### config.mk
export PLATFORM = sky130hd
export DESIGN_NAME = diagonal_area_scan_generator_top
export DESIGN_NICKNAME = d
export VERILOG_FILES = /design/src/dasg_pkg.sv /design/src/dasg_ctrl.sv /design/src/dasg_datapath.sv /design/src/diagonal_area_scan_generator_top.sv
export SDC_FILE = /design/constraint.sdc
export NUM_CORES = 1
export LEC_CHECK = 0
export BUFFER_PORTS_ARGS = -buffer_cell sky130_fd_sc_hd__buf_4
export CORE_ASPECT_RATIO = 0.5
export CORE_MARGIN = 10
export CORE_UTILIZATION = 40
export DETAILED_ROUTE_END_ITERATION = 8
export GPL_TIMING_DRIVEN = 0
export PLACE_DENSITY = 0.64
export SYNTH_ARGS = -nofsm -noshare
export SYNTH_HDL_FRONTEND = slang
export SYNTH_SLANG_ARGS = --single-unit
### constraint.sdc
create_clock -name clk -period 30.3 [get_ports clk]
set_input_delay 3.03 -clock clk [delete_from_list [all_inputs] [get_ports clk]]
set_output_delay 3.03 -clock clk [all_outputs]
set_load 0.03 [all_outputs]
### src/dasg_pkg.sv
// shared types and constants for the diagonal area scan generator
// used by dasg_ctrl, dasg_datapath and the top level; no dependencies
`default_nettype none

package dasg_pkg;

  localparam int MAX_LOG_SIDE_DEF = 12;
  localparam int LOG_SIDE_MIN     = 6;
  localparam int TILE_W           = 24;
  localparam int LOG_REG_W        = 4;
  localparam int CFG_IDX_W        = 2;
  localparam logic [LOG_REG_W-1:0] LOG_RESET = 4'd8;

  localparam logic [CFG_IDX_W-1:0] REG_MAP_LOG_WIDTH  = 2'd0;
  localparam logic [CFG_IDX_W-1:0] REG_MAP_LOG_HEIGHT = 2'd1;

  localparam logic REQ_START   = 1'b0;
  localparam logic REQ_ADVANCE = 1'b1;

  typedef enum logic [1:0] {
    ST_IDLE,
    ST_DECIDE,
    ST_STEP,
    ST_OUT
  } state_t;

  typedef struct packed {
    logic capture;
    logic start;
    logic step;
    logic finish;
  } cmd_t;

  typedef struct packed {
    logic req_type;
    logic active;
    logic step_hit;
    logic step_end;
  } status_t;

endpackage

`default_nettype wire

### src/dasg_ctrl.sv
// controller state machine: handshakes and sequencing of start and advance
// depends on dasg_pkg
`default_nettype none

module dasg_ctrl (
  input  wire               clk,
  input  wire               rst,
  input  wire               in_valid,
  output logic              in_ready,
  output logic              out_valid,
  input  wire               out_ready,
  input  dasg_pkg::status_t status,
  output dasg_pkg::cmd_t    cmd
);
  import dasg_pkg::*;

  state_t state, state_next;

  always_ff @(posedge clk) begin
    if (rst) begin
      state <= ST_IDLE;
    end else begin
      state <= state_next;
    end
  end

  always_comb begin
    state_next = state;
    cmd        = '0;
    in_ready   = 1'b0;
    out_valid  = 1'b0;
    unique case (state)
      ST_IDLE: begin
        in_ready = 1'b1;
        if (in_valid) begin
          cmd.capture = 1'b1;
          state_next  = ST_DECIDE;
        end
      end
      ST_DECIDE: begin
        if (status.req_type == REQ_START) begin
          cmd.start  = 1'b1;
          state_next = ST_OUT;
        end else if (!status.active) begin
          cmd.finish = 1'b1;
          state_next = ST_OUT;
        end else begin
          state_next = ST_STEP;
        end
      end
      ST_STEP: begin
        // one move per cycle until a tile inside the map or the end
        cmd.step = 1'b1;
        if (status.step_end || status.step_hit) begin
          state_next = ST_OUT;
        end
      end
      ST_OUT: begin
        out_valid = 1'b1;
        in_ready  = out_ready;
        if (out_ready) begin
          if (in_valid) begin
            cmd.capture = 1'b1;
            state_next  = ST_DECIDE;
          end else begin
            state_next = ST_IDLE;
          end
        end
      end
      default: state_next = ST_IDLE;
    endcase
  end

endmodule

`default_nettype wire

### src/dasg_datapath.sv
// datapath: map size registers, scan geometry, position walk and result register
// depends on dasg_pkg
`default_nettype none

module dasg_datapath #(
  parameter int MAX_LOG_SIDE = dasg_pkg::MAX_LOG_SIDE_DEF
) (
  input  wire                            clk,
  input  wire                            rst,
  input  wire                            cfg_wr_en,
  input  wire [dasg_pkg::CFG_IDX_W-1:0]  cfg_index,
  input  wire [dasg_pkg::LOG_REG_W-1:0]  cfg_data,
  input  wire                            req_type,
  input  wire [dasg_pkg::TILE_W-1:0]     corner_first,
  input  wire [dasg_pkg::TILE_W-1:0]     corner_second,
  input  dasg_pkg::cmd_t                 cmd,
  output dasg_pkg::status_t              status,
  output logic [dasg_pkg::TILE_W-1:0]    tile_index,
  output logic                           done_res
);
  import dasg_pkg::*;

  localparam int LW_W = $clog2(MAX_LOG_SIDE + 1);
  localparam int CW   = MAX_LOG_SIDE;      // coordinate inside the map
  localparam int PW   = MAX_LOG_SIDE + 3;  // walk position, may leave the map
  localparam int WW   = MAX_LOG_SIDE + 3;  // corner sums and differences
  localparam int RSW  = MAX_LOG_SIDE + 2;  // row step
  localparam int RLW  = MAX_LOG_SIDE + 1;  // row length
  localparam int RCW  = MAX_LOG_SIDE + 2;  // row count

  // map size registers
  logic [LOG_REG_W-1:0] map_log_width, map_log_height;

  always_ff @(posedge clk) begin
    if (rst) begin
      map_log_width  <= LOG_RESET;
      map_log_height <= LOG_RESET;
    end else if (cfg_wr_en) begin
      unique case (cfg_index)
        REG_MAP_LOG_WIDTH:  map_log_width  <= cfg_data;
        REG_MAP_LOG_HEIGHT: map_log_height <= cfg_data;
        default: ;
      endcase
    end
  end

  function automatic logic [LW_W-1:0] eff_log(input logic [LOG_REG_W-1:0] v);
    logic [LW_W-1:0] r;
    if (int'(v) < LOG_SIDE_MIN) r = LW_W'(LOG_SIDE_MIN);
    else if (int'(v) > MAX_LOG_SIDE) r = LW_W'(MAX_LOG_SIDE);
    else r = LW_W'(v);
    return r;
  endfunction

  logic [LW_W-1:0] lw, lh;
  assign lw = eff_log(map_log_width);
  assign lh = eff_log(map_log_height);

  // captured item
  logic              req_q;
  logic [TILE_W-1:0] c1_q, c2_q;

  always_ff @(posedge clk) begin
    if (cmd.capture) begin
      req_q <= req_type;
      c1_q  <= corner_first;
      c2_q  <= corner_second;
    end
  end

  // scan state
  logic signed [PW-1:0]  pos_x, pos_y;
  logic signed [1:0]     diag_step;
  logic signed [RSW-1:0] row_step_x, row_step_y;
  logic [RLW-1:0]        row_length, left_in_row;
  logic [RCW-1:0]        rows_left;
  logic                  odd_area;
  logic                  scan_active;

  // start geometry
  logic [TILE_W-1:0] xm, ym;
  logic [CW-1:0]     x1, y1, x2, y2;
  logic signed [WW-1:0] dx, dy, w, h, w_abs, h_abs;
  logic              w_pos, w_neg, h_neg;
  logic [RLW-1:0]    half_w;
  logic [RCW-1:0]    s_rows;
  logic signed [RSW-1:0] half_ext, s_rsx, s_rsy;
  logic signed [1:0] s_diag;

  always_comb begin
    xm = (TILE_W'(1) << lw) - TILE_W'(1);
    ym = (TILE_W'(1) << lh) - TILE_W'(1);
    x1 = CW'(c1_q & xm);
    y1 = CW'((c1_q >> lw) & ym);
    x2 = CW'(c2_q & xm);
    y2 = CW'((c2_q >> lw) & ym);
    dx = WW'(x1) - WW'(x2);
    dy = WW'(y1) - WW'(y2);
    w  = dx + dy;
    h  = dy - dx;
    w_neg = w[WW-1];
    w_pos = !w[WW-1] && (w != '0);
    h_neg = h[WW-1];
    w_abs = w_neg ? -w : w;
    h_abs = h_neg ? -h : h;
    half_w   = RLW'(w_abs >> 1);
    half_ext = RSW'(half_w);
    if (w_pos) begin
      s_diag = 2'sd1;
      s_rsx  = (h_neg ? RSW'(1) : RSW'(0)) - half_ext;
      s_rsy  = (h_neg ? RSW'(0) : RSW'(1)) - half_ext;
      s_rows = RCW'(h_abs);
    end else if (w_neg) begin
      s_diag = -2'sd1;
      s_rsx  = (h_neg ? RSW'(0) : {RSW{1'b1}}) + half_ext;
      s_rsy  = (h_neg ? {RSW{1'b1}} : RSW'(0)) + half_ext;
      s_rows = RCW'(h_abs);
    end else begin
      // corners on one anti-diagonal: single diagonal walk
      s_diag = 2'sd0;
      s_rsy  = h_neg ? {RSW{1'b1}} : RSW'(1);
      s_rsx  = -s_rsy;
      s_rows = RCW'(h_abs >> 1);
    end
  end

  // one advance move
  logic signed [PW-1:0] diag_ext, rsx_ext, rsy_ext, nx, ny;
  logic [RLW-1:0]       n_left;
  logic [RCW-1:0]       n_rows;
  logic                 n_end, n_hit;

  always_comb begin
    diag_ext = {{(PW-2){diag_step[1]}}, diag_step};
    rsx_ext  = {{(PW-RSW){row_step_x[RSW-1]}}, row_step_x};
    rsy_ext  = {{(PW-RSW){row_step_y[RSW-1]}}, row_step_y};
    nx     = pos_x;
    ny     = pos_y;
    n_left = left_in_row;
    n_rows = rows_left;
    n_end  = 1'b0;
    if (left_in_row != '0) begin
      n_left = left_in_row - RLW'(1);
      nx     = pos_x + diag_ext;
      ny     = pos_y + diag_ext;
    end else if (rows_left != '0) begin
      n_rows = rows_left - RCW'(1);
      n_left = row_length;
      nx     = pos_x + rsx_ext;
      ny     = pos_y + rsy_ext;
      if (n_rows[0]) begin
        // odd row: shifted start in an odd area, one tile less otherwise
        if (odd_area) begin
          nx = pos_x + rsx_ext - diag_ext;
          ny = pos_y + rsy_ext - diag_ext;
        end else if (row_length != '0) begin
          n_left = row_length - RLW'(1);
        end
      end
    end else begin
      n_end = 1'b1;
    end
    n_hit = !n_end && !nx[PW-1] && !ny[PW-1]
            && ((PW'(nx) >> lw) == '0) && ((PW'(ny) >> lh) == '0);
  end

  function automatic logic [TILE_W-1:0] make_tile(input logic [CW-1:0] x,
                                                  input logic [CW-1:0] y,
                                                  input logic [LW_W-1:0] l);
    return (TILE_W'(y) << l) | TILE_W'(x);
  endfunction

  always_ff @(posedge clk) begin
    if (rst) begin
      scan_active <= 1'b0;
      pos_x       <= '0;
      pos_y       <= '0;
      diag_step   <= '0;
      row_step_x  <= '0;
      row_step_y  <= '0;
      row_length  <= '0;
      left_in_row <= '0;
      rows_left   <= '0;
      odd_area    <= 1'b0;
    end else if (cmd.start) begin
      scan_active <= 1'b1;
      pos_x       <= PW'(x2);
      pos_y       <= PW'(y2);
      diag_step   <= s_diag;
      row_step_x  <= s_rsx;
      row_step_y  <= s_rsy;
      row_length  <= w_pos || w_neg ? half_w : '0;
      left_in_row <= w_pos || w_neg ? half_w : '0;
      rows_left   <= s_rows;
      odd_area    <= w[0] || !(w_pos || w_neg);
    end else if (cmd.finish) begin
      scan_active <= 1'b0;
    end else if (cmd.step) begin
      if (n_end) begin
        scan_active <= 1'b0;
      end else begin
        pos_x       <= nx;
        pos_y       <= ny;
        left_in_row <= n_left;
        rows_left   <= n_rows;
      end
    end
  end

  // result register
  always_ff @(posedge clk) begin
    if (cmd.start) begin
      tile_index <= make_tile(x2, y2, lw);
      done_res   <= 1'b0;
    end else if (cmd.finish || (cmd.step && n_end)) begin
      tile_index <= '0;
      done_res   <= 1'b1;
    end else if (cmd.step && n_hit) begin
      tile_index <= make_tile(CW'(nx), CW'(ny), lw);
      done_res   <= 1'b0;
    end
  end

  assign status.req_type = req_q;
  assign status.active   = scan_active;
  assign status.step_hit = n_hit;
  assign status.step_end = n_end;

endmodule

`default_nettype wire

### src/diagonal_area_scan_generator_top.sv
// diagonal area scan generator: one result item per input item
// start item: after acceptance the decide state starts the scan, then the result is valid
// advance item: after acceptance and decide, the step loop moves past tiles outside the map
//   until it reaches a tile inside the map or the area runs out, then the result is valid;
//   the step loop is skipped when no scan is running
// next item is taken in the cycle its predecessor's result is taken
// synchronous reset: map size 8 by 8 log, no scan running, no result pending
`default_nettype none

module diagonal_area_scan_generator_top #(
  parameter int MAX_LOG_SIDE = dasg_pkg::MAX_LOG_SIDE_DEF
) (
  input  wire                            clk,
  input  wire                            rst,
  input  wire                            cfg_wr_en,
  input  wire [dasg_pkg::CFG_IDX_W-1:0]  cfg_index,
  input  wire [dasg_pkg::LOG_REG_W-1:0]  cfg_data,
  input  wire                            in_valid,
  output logic                           in_ready,
  input  wire                            req_type,
  input  wire [dasg_pkg::TILE_W-1:0]     corner_first,
  input  wire [dasg_pkg::TILE_W-1:0]     corner_second,
  output logic                           out_valid,
  input  wire                            out_ready,
  output logic [dasg_pkg::TILE_W-1:0]    tile_index,
  output logic                           done_res
);
  import dasg_pkg::*;

  cmd_t    cmd;
  status_t status;

  dasg_ctrl u_ctrl (
    .clk       (clk),
    .rst       (rst),
    .in_valid  (in_valid),
    .in_ready  (in_ready),
    .out_valid (out_valid),
    .out_ready (out_ready),
    .status    (status),
    .cmd       (cmd)
  );

  dasg_datapath #(
    .MAX_LOG_SIDE (MAX_LOG_SIDE)
  ) u_datapath (
    .clk           (clk),
    .rst           (rst),
    .cfg_wr_en     (cfg_wr_en),
    .cfg_index     (cfg_index),
    .cfg_data      (cfg_data),
    .req_type      (req_type),
    .corner_first  (corner_first),
    .corner_second (corner_second),
    .cmd           (cmd),
    .status        (status),
    .tile_index    (tile_index),
    .done_res      (done_res)
  );

endmodule

`default_nettype wire
==> impl.org <==
** Die
- I/O pin count :: 87
- The initialized floorplan defines 57 standard-cell rows.
- The die is 178 µm tall.
- The region available for standard cell placement spans 49100 µm².
- Floorplan die area :: 60100 µm²
- In this run the horizontal extent of the chip is 337 µm.
- Initial cell density of the core :: 0.410

** CTS
- Count of cells resized by post-cts repair :: 0
- TritonCTS clock tree :: built
- The tree built by TritonCTS fans out to 186 sinks.
- The H-tree was split into 4 levels.
- After clock tree synthesis, the flow added hold-fix buffers numbering 0.
- For the worst-skew pair, the clock arrives at the later sink with an insertion delay of 0.48 ns.
- Once the clock tree was built, the setup fixing pass inserted 0 buffers.
- Clock slew seen by the registers of the worst setup and hold paths :: 0.08 ns
- Number of clock buffers inserted by TritonCTS :: 17
- Clk buf depth :: 2
- Clock tree synthesis selected as its root buffer the cell clkbuf_16.

** Worst setup path
- STA classifies the critical path endpoint as a flip-flop.
- The critical path starts at u_datapath.map_log_width[3].
- The largest single stage delay on the critical path is 0.76 ns.
- The slowest stage of the critical path is the clkbuf_1 cell.
- In this run the critical register-to-register path is launched from u_datapath.map_log_width[3].
- R2R Setup Slk :: 17.09 ns
- Worst-path maximum fanout :: 10
- Data arrival at the endpoint of the critical path :: 13.59 ns
- The worst setup path is of the reg2reg kind.
- Most frequent cell on the critical path :: clkbuf_1
- Required time of the critical path :: 30.68 ns
- STA classifies the critical path startpoint as a flip-flop.

** Global route
- The number of antenna violations at the first check in global routing came to 1.
- The first global-routing pass estimated 118 mm of wire.
- Aggregate global routing overflow :: 0
- In the global route stage, overall resource usage came out at 0.254.
- Entering global routing, the biggest net connects 44 pins.
- The number of global-route vias before repair was 19400.

** Timing
- Worst slew slack as a fraction of its limit :: 0.0287
- Setup repair after global routing left no endpoint under its margin.
- Portion of the clock cycle consumed by the worst path in the final layout :: 0.436
- Measured slew at the worst slew-check pin :: 1.45 ns
- Fin. max-slew vios :: 0
- The smallest clock period supported by the final layout is computed as 13.21 ns.
- In the final timing run, aggregate negative setup slack is 0 ns.
- Static timing analysis puts the maximum clock frequency at 75.7 MHz.
- The final-report hold violation count came to 0.
- Final setup violation count :: 0
- Clock skew on the completed layout was measured at 0.0145 ns.

** Yosys
- Synthesis inferred 186 register bits.
- Ranking of synthesized cells by area :: dfxtp_1, edfxtp_1, ha_1, nand2_1, nor2_1
- For this run, the leading register cell type out of synthesis is dfxtp_1.
- nand2_1 is the most common cell in the netlist.
- Avg Synthesized Cell Area :: 7.61 µm²
- Fraction of post-synthesis cell area in the top cell type by area :: 0.113
- Count of unique library cells instantiated by Yosys :: 91
- Summed over all instances, the cell type with the most area after synthesis is dfxtp_1.
- Share of synthesized area occupied by flip-flops and latches :: 0.222
- Number of enable-type register cells in the synthesized netlist :: 73
- Synth cell count leaders :: nand2_1, nor2_1, a21oi_1
- In the synthesized netlist, the number of instances is 2641.
- Yosys warnings :: 0
- Synthesized cell area :: 20100 µm²
- Counting flops with an async set or reset pin after synthesis yields a share of 0.

** Worst hold path
- Hold path startpoint :: u_datapath.row_step_x[0]
- The min-delay analysis places its worst path in the category reg2reg.

** Detailed routing
- After the first detailed-routing iteration, the DRC count stood at 2854.
- Post-route antenna net violation count :: 0
- In the final routed layout, each cell accounts on average for 23.2 µm.
- After detailed routing, the number of remaining DRC violations is 0.
- In the routed layout, each cell is associated on average with a via count of 6.27.
- First-pass detailed-route iteration total :: 9
- Total Routed Length :: 79.2 mm
- Across all layers, the routed design uses 21400 vias.

** Flow run
- Max-cap viol count :: 0

** Placed design
- Detailed placement finished with a half-perimeter wire length of 63.5 mm.
- During placement, the flow inserted port buffers numbering 85.
- Routability-driven placement congestion ratio :: 1.03

** Cells and area
- For this run, the post-layout net count is 2997.
- Diode count :: 0
- Compared with the post-synthesis result, the final layout area differs by 10.4%.
- Fill cells :: 4934
- Share of layout cells above drive strength 1 :: 0.0662

** Status
- Outcome :: complete, no violations
==> logic make-up (layout without fill, tap and decap cells) <==
family                   Yosys count  after routing  share of synthesized area
AO/OA/AOI/OAI                    802            802                      0.266
flip-flops                       186            186                      0.222
XOR/XNOR                         182            182                     0.0807
AND/OR/NAND/NOR                  957            957                      0.220
buffers and inverters            250            369                     0.0474
multiplexers                      76             76                     0.0431
adder cells (fa/ha/maj)          187            187                      0.121
other                              1              4                   0.000187
==> critical path, delay by kind of cell, from the launching register on <==
family / cells / cell delay, ns
mux: 2 / 0.66
flops: 1 / 0.33
xor+xnor: 1 / 0.23
fa+ha+maj: 5 / 1.82
simple gates: 8 / 1.03
buf+inv: 8 / 3.55
compound gates: 22 / 5.48
==> layout make-up <==
class	instances	area, µm²	share of cell area
Sequential cell	186	4450	0.201
Timing Repair Buffer	87	686	0.0309
Buffer	142	549	0.0248
Clock inverter	13	104	0.00468
Multi-Input combinational cell	2208	14700	0.663
Inverter	108	405	0.0183
Tap cell	649	812	0.0366
Clock buffer	19	464	0.0209
==> placed cells by master (no fill, tap or decap), types with 18 or more instances in the layout <==
| cell | count |
|---|---|
| o211ai_1 | 47 |
| a21oi_1 | 210 |
| o21a_1 | 25 |
| a311oi_1 | 22 |
| a221oi_1 | 20 |
| nor2b_1 | 28 |
| o21ai_0 | 145 |
| nand3_1 | 45 |
| xor2_1 | 63 |
| edfxtp_1 | 73 |
| xnor2_1 | 117 |
| dfxtp_1 | 113 |
| mux2i_1 | 55 |
| nand2_1 | 310 |
| o21bai_1 | 20 |
| o22ai_1 | 24 |
| buf_4 | 85 |
| ha_1 | 175 |
| nor2_1 | 297 |
| clkbuf_16 | 18 |
| and3_1 | 34 |
| inv_1 | 107 |
| nor3_1 | 83 |
| clkbuf_1 | 118 |
| nand2b_1 | 43 |
| a31oi_1 | 19 |
| a211oi_1 | 81 |
| a21o_1 | 42 |
==> per-layer routing <==
layer  share of wire  global-route usage  wire length, µm
met5               0                   0                0
met4           0.027              0.0704             2170
met3            0.12              0.0583             9170
met2            0.41               0.375            32400
met1            0.45               0.364            35400
==> metrics by stage <==
step           area [µm²]  utilization  cells  worst slack (ns)  hold slack [ns]
6_report            22200        0.452   3412             17.09            0.466
5_1_grt             22200        0.452   3412             16.47            0.498
4_1_cts             22200        0.452   3412             17.54            0.470
3_5_place_dp        21600        0.441   3380             17.58            0.457
3_3_place_gp        21600        0.439   3378             17.58            0.450
2_1_floorplan       20100            -   2644             20.70            0.436
==> final timing paths <==
kind | endpoint | cells past startpoint
max reg2reg | u_datapath.row_step_y[12] | 46
min reg2reg | u_datapath.row_step_x[0] | 2
max | u_datapath.row_step_y[12] | 46
min | u_datapath.row_step_x[0] | 2
==> state kept, by name (all words and copies together), names as in the netlist <==
signal	count
u_datapath.row_length	13
u_datapath.diag_step	2
u_datapath.odd_area	1
u_datapath.map_log_height	4
u_ctrl.state	2
u_datapath.tile_index	24
u_datapath.c1_q	24
u_datapath.pos_y	15
u_datapath.req_q	1
u_datapath.left_in_row	13
u_datapath.c2_q	24
u_datapath.pos_x	15
u_datapath.rows_left	14
u_datapath.map_log_width	4
u_datapath.scan_active	1
u_datapath.row_step_y	14
u_datapath.done_res	1
u_datapath.row_step_x	14
Power is left out: the tool's default activity adds up to more than one toggle a clock period on the data nets, which glitch-free logic cannot reach.
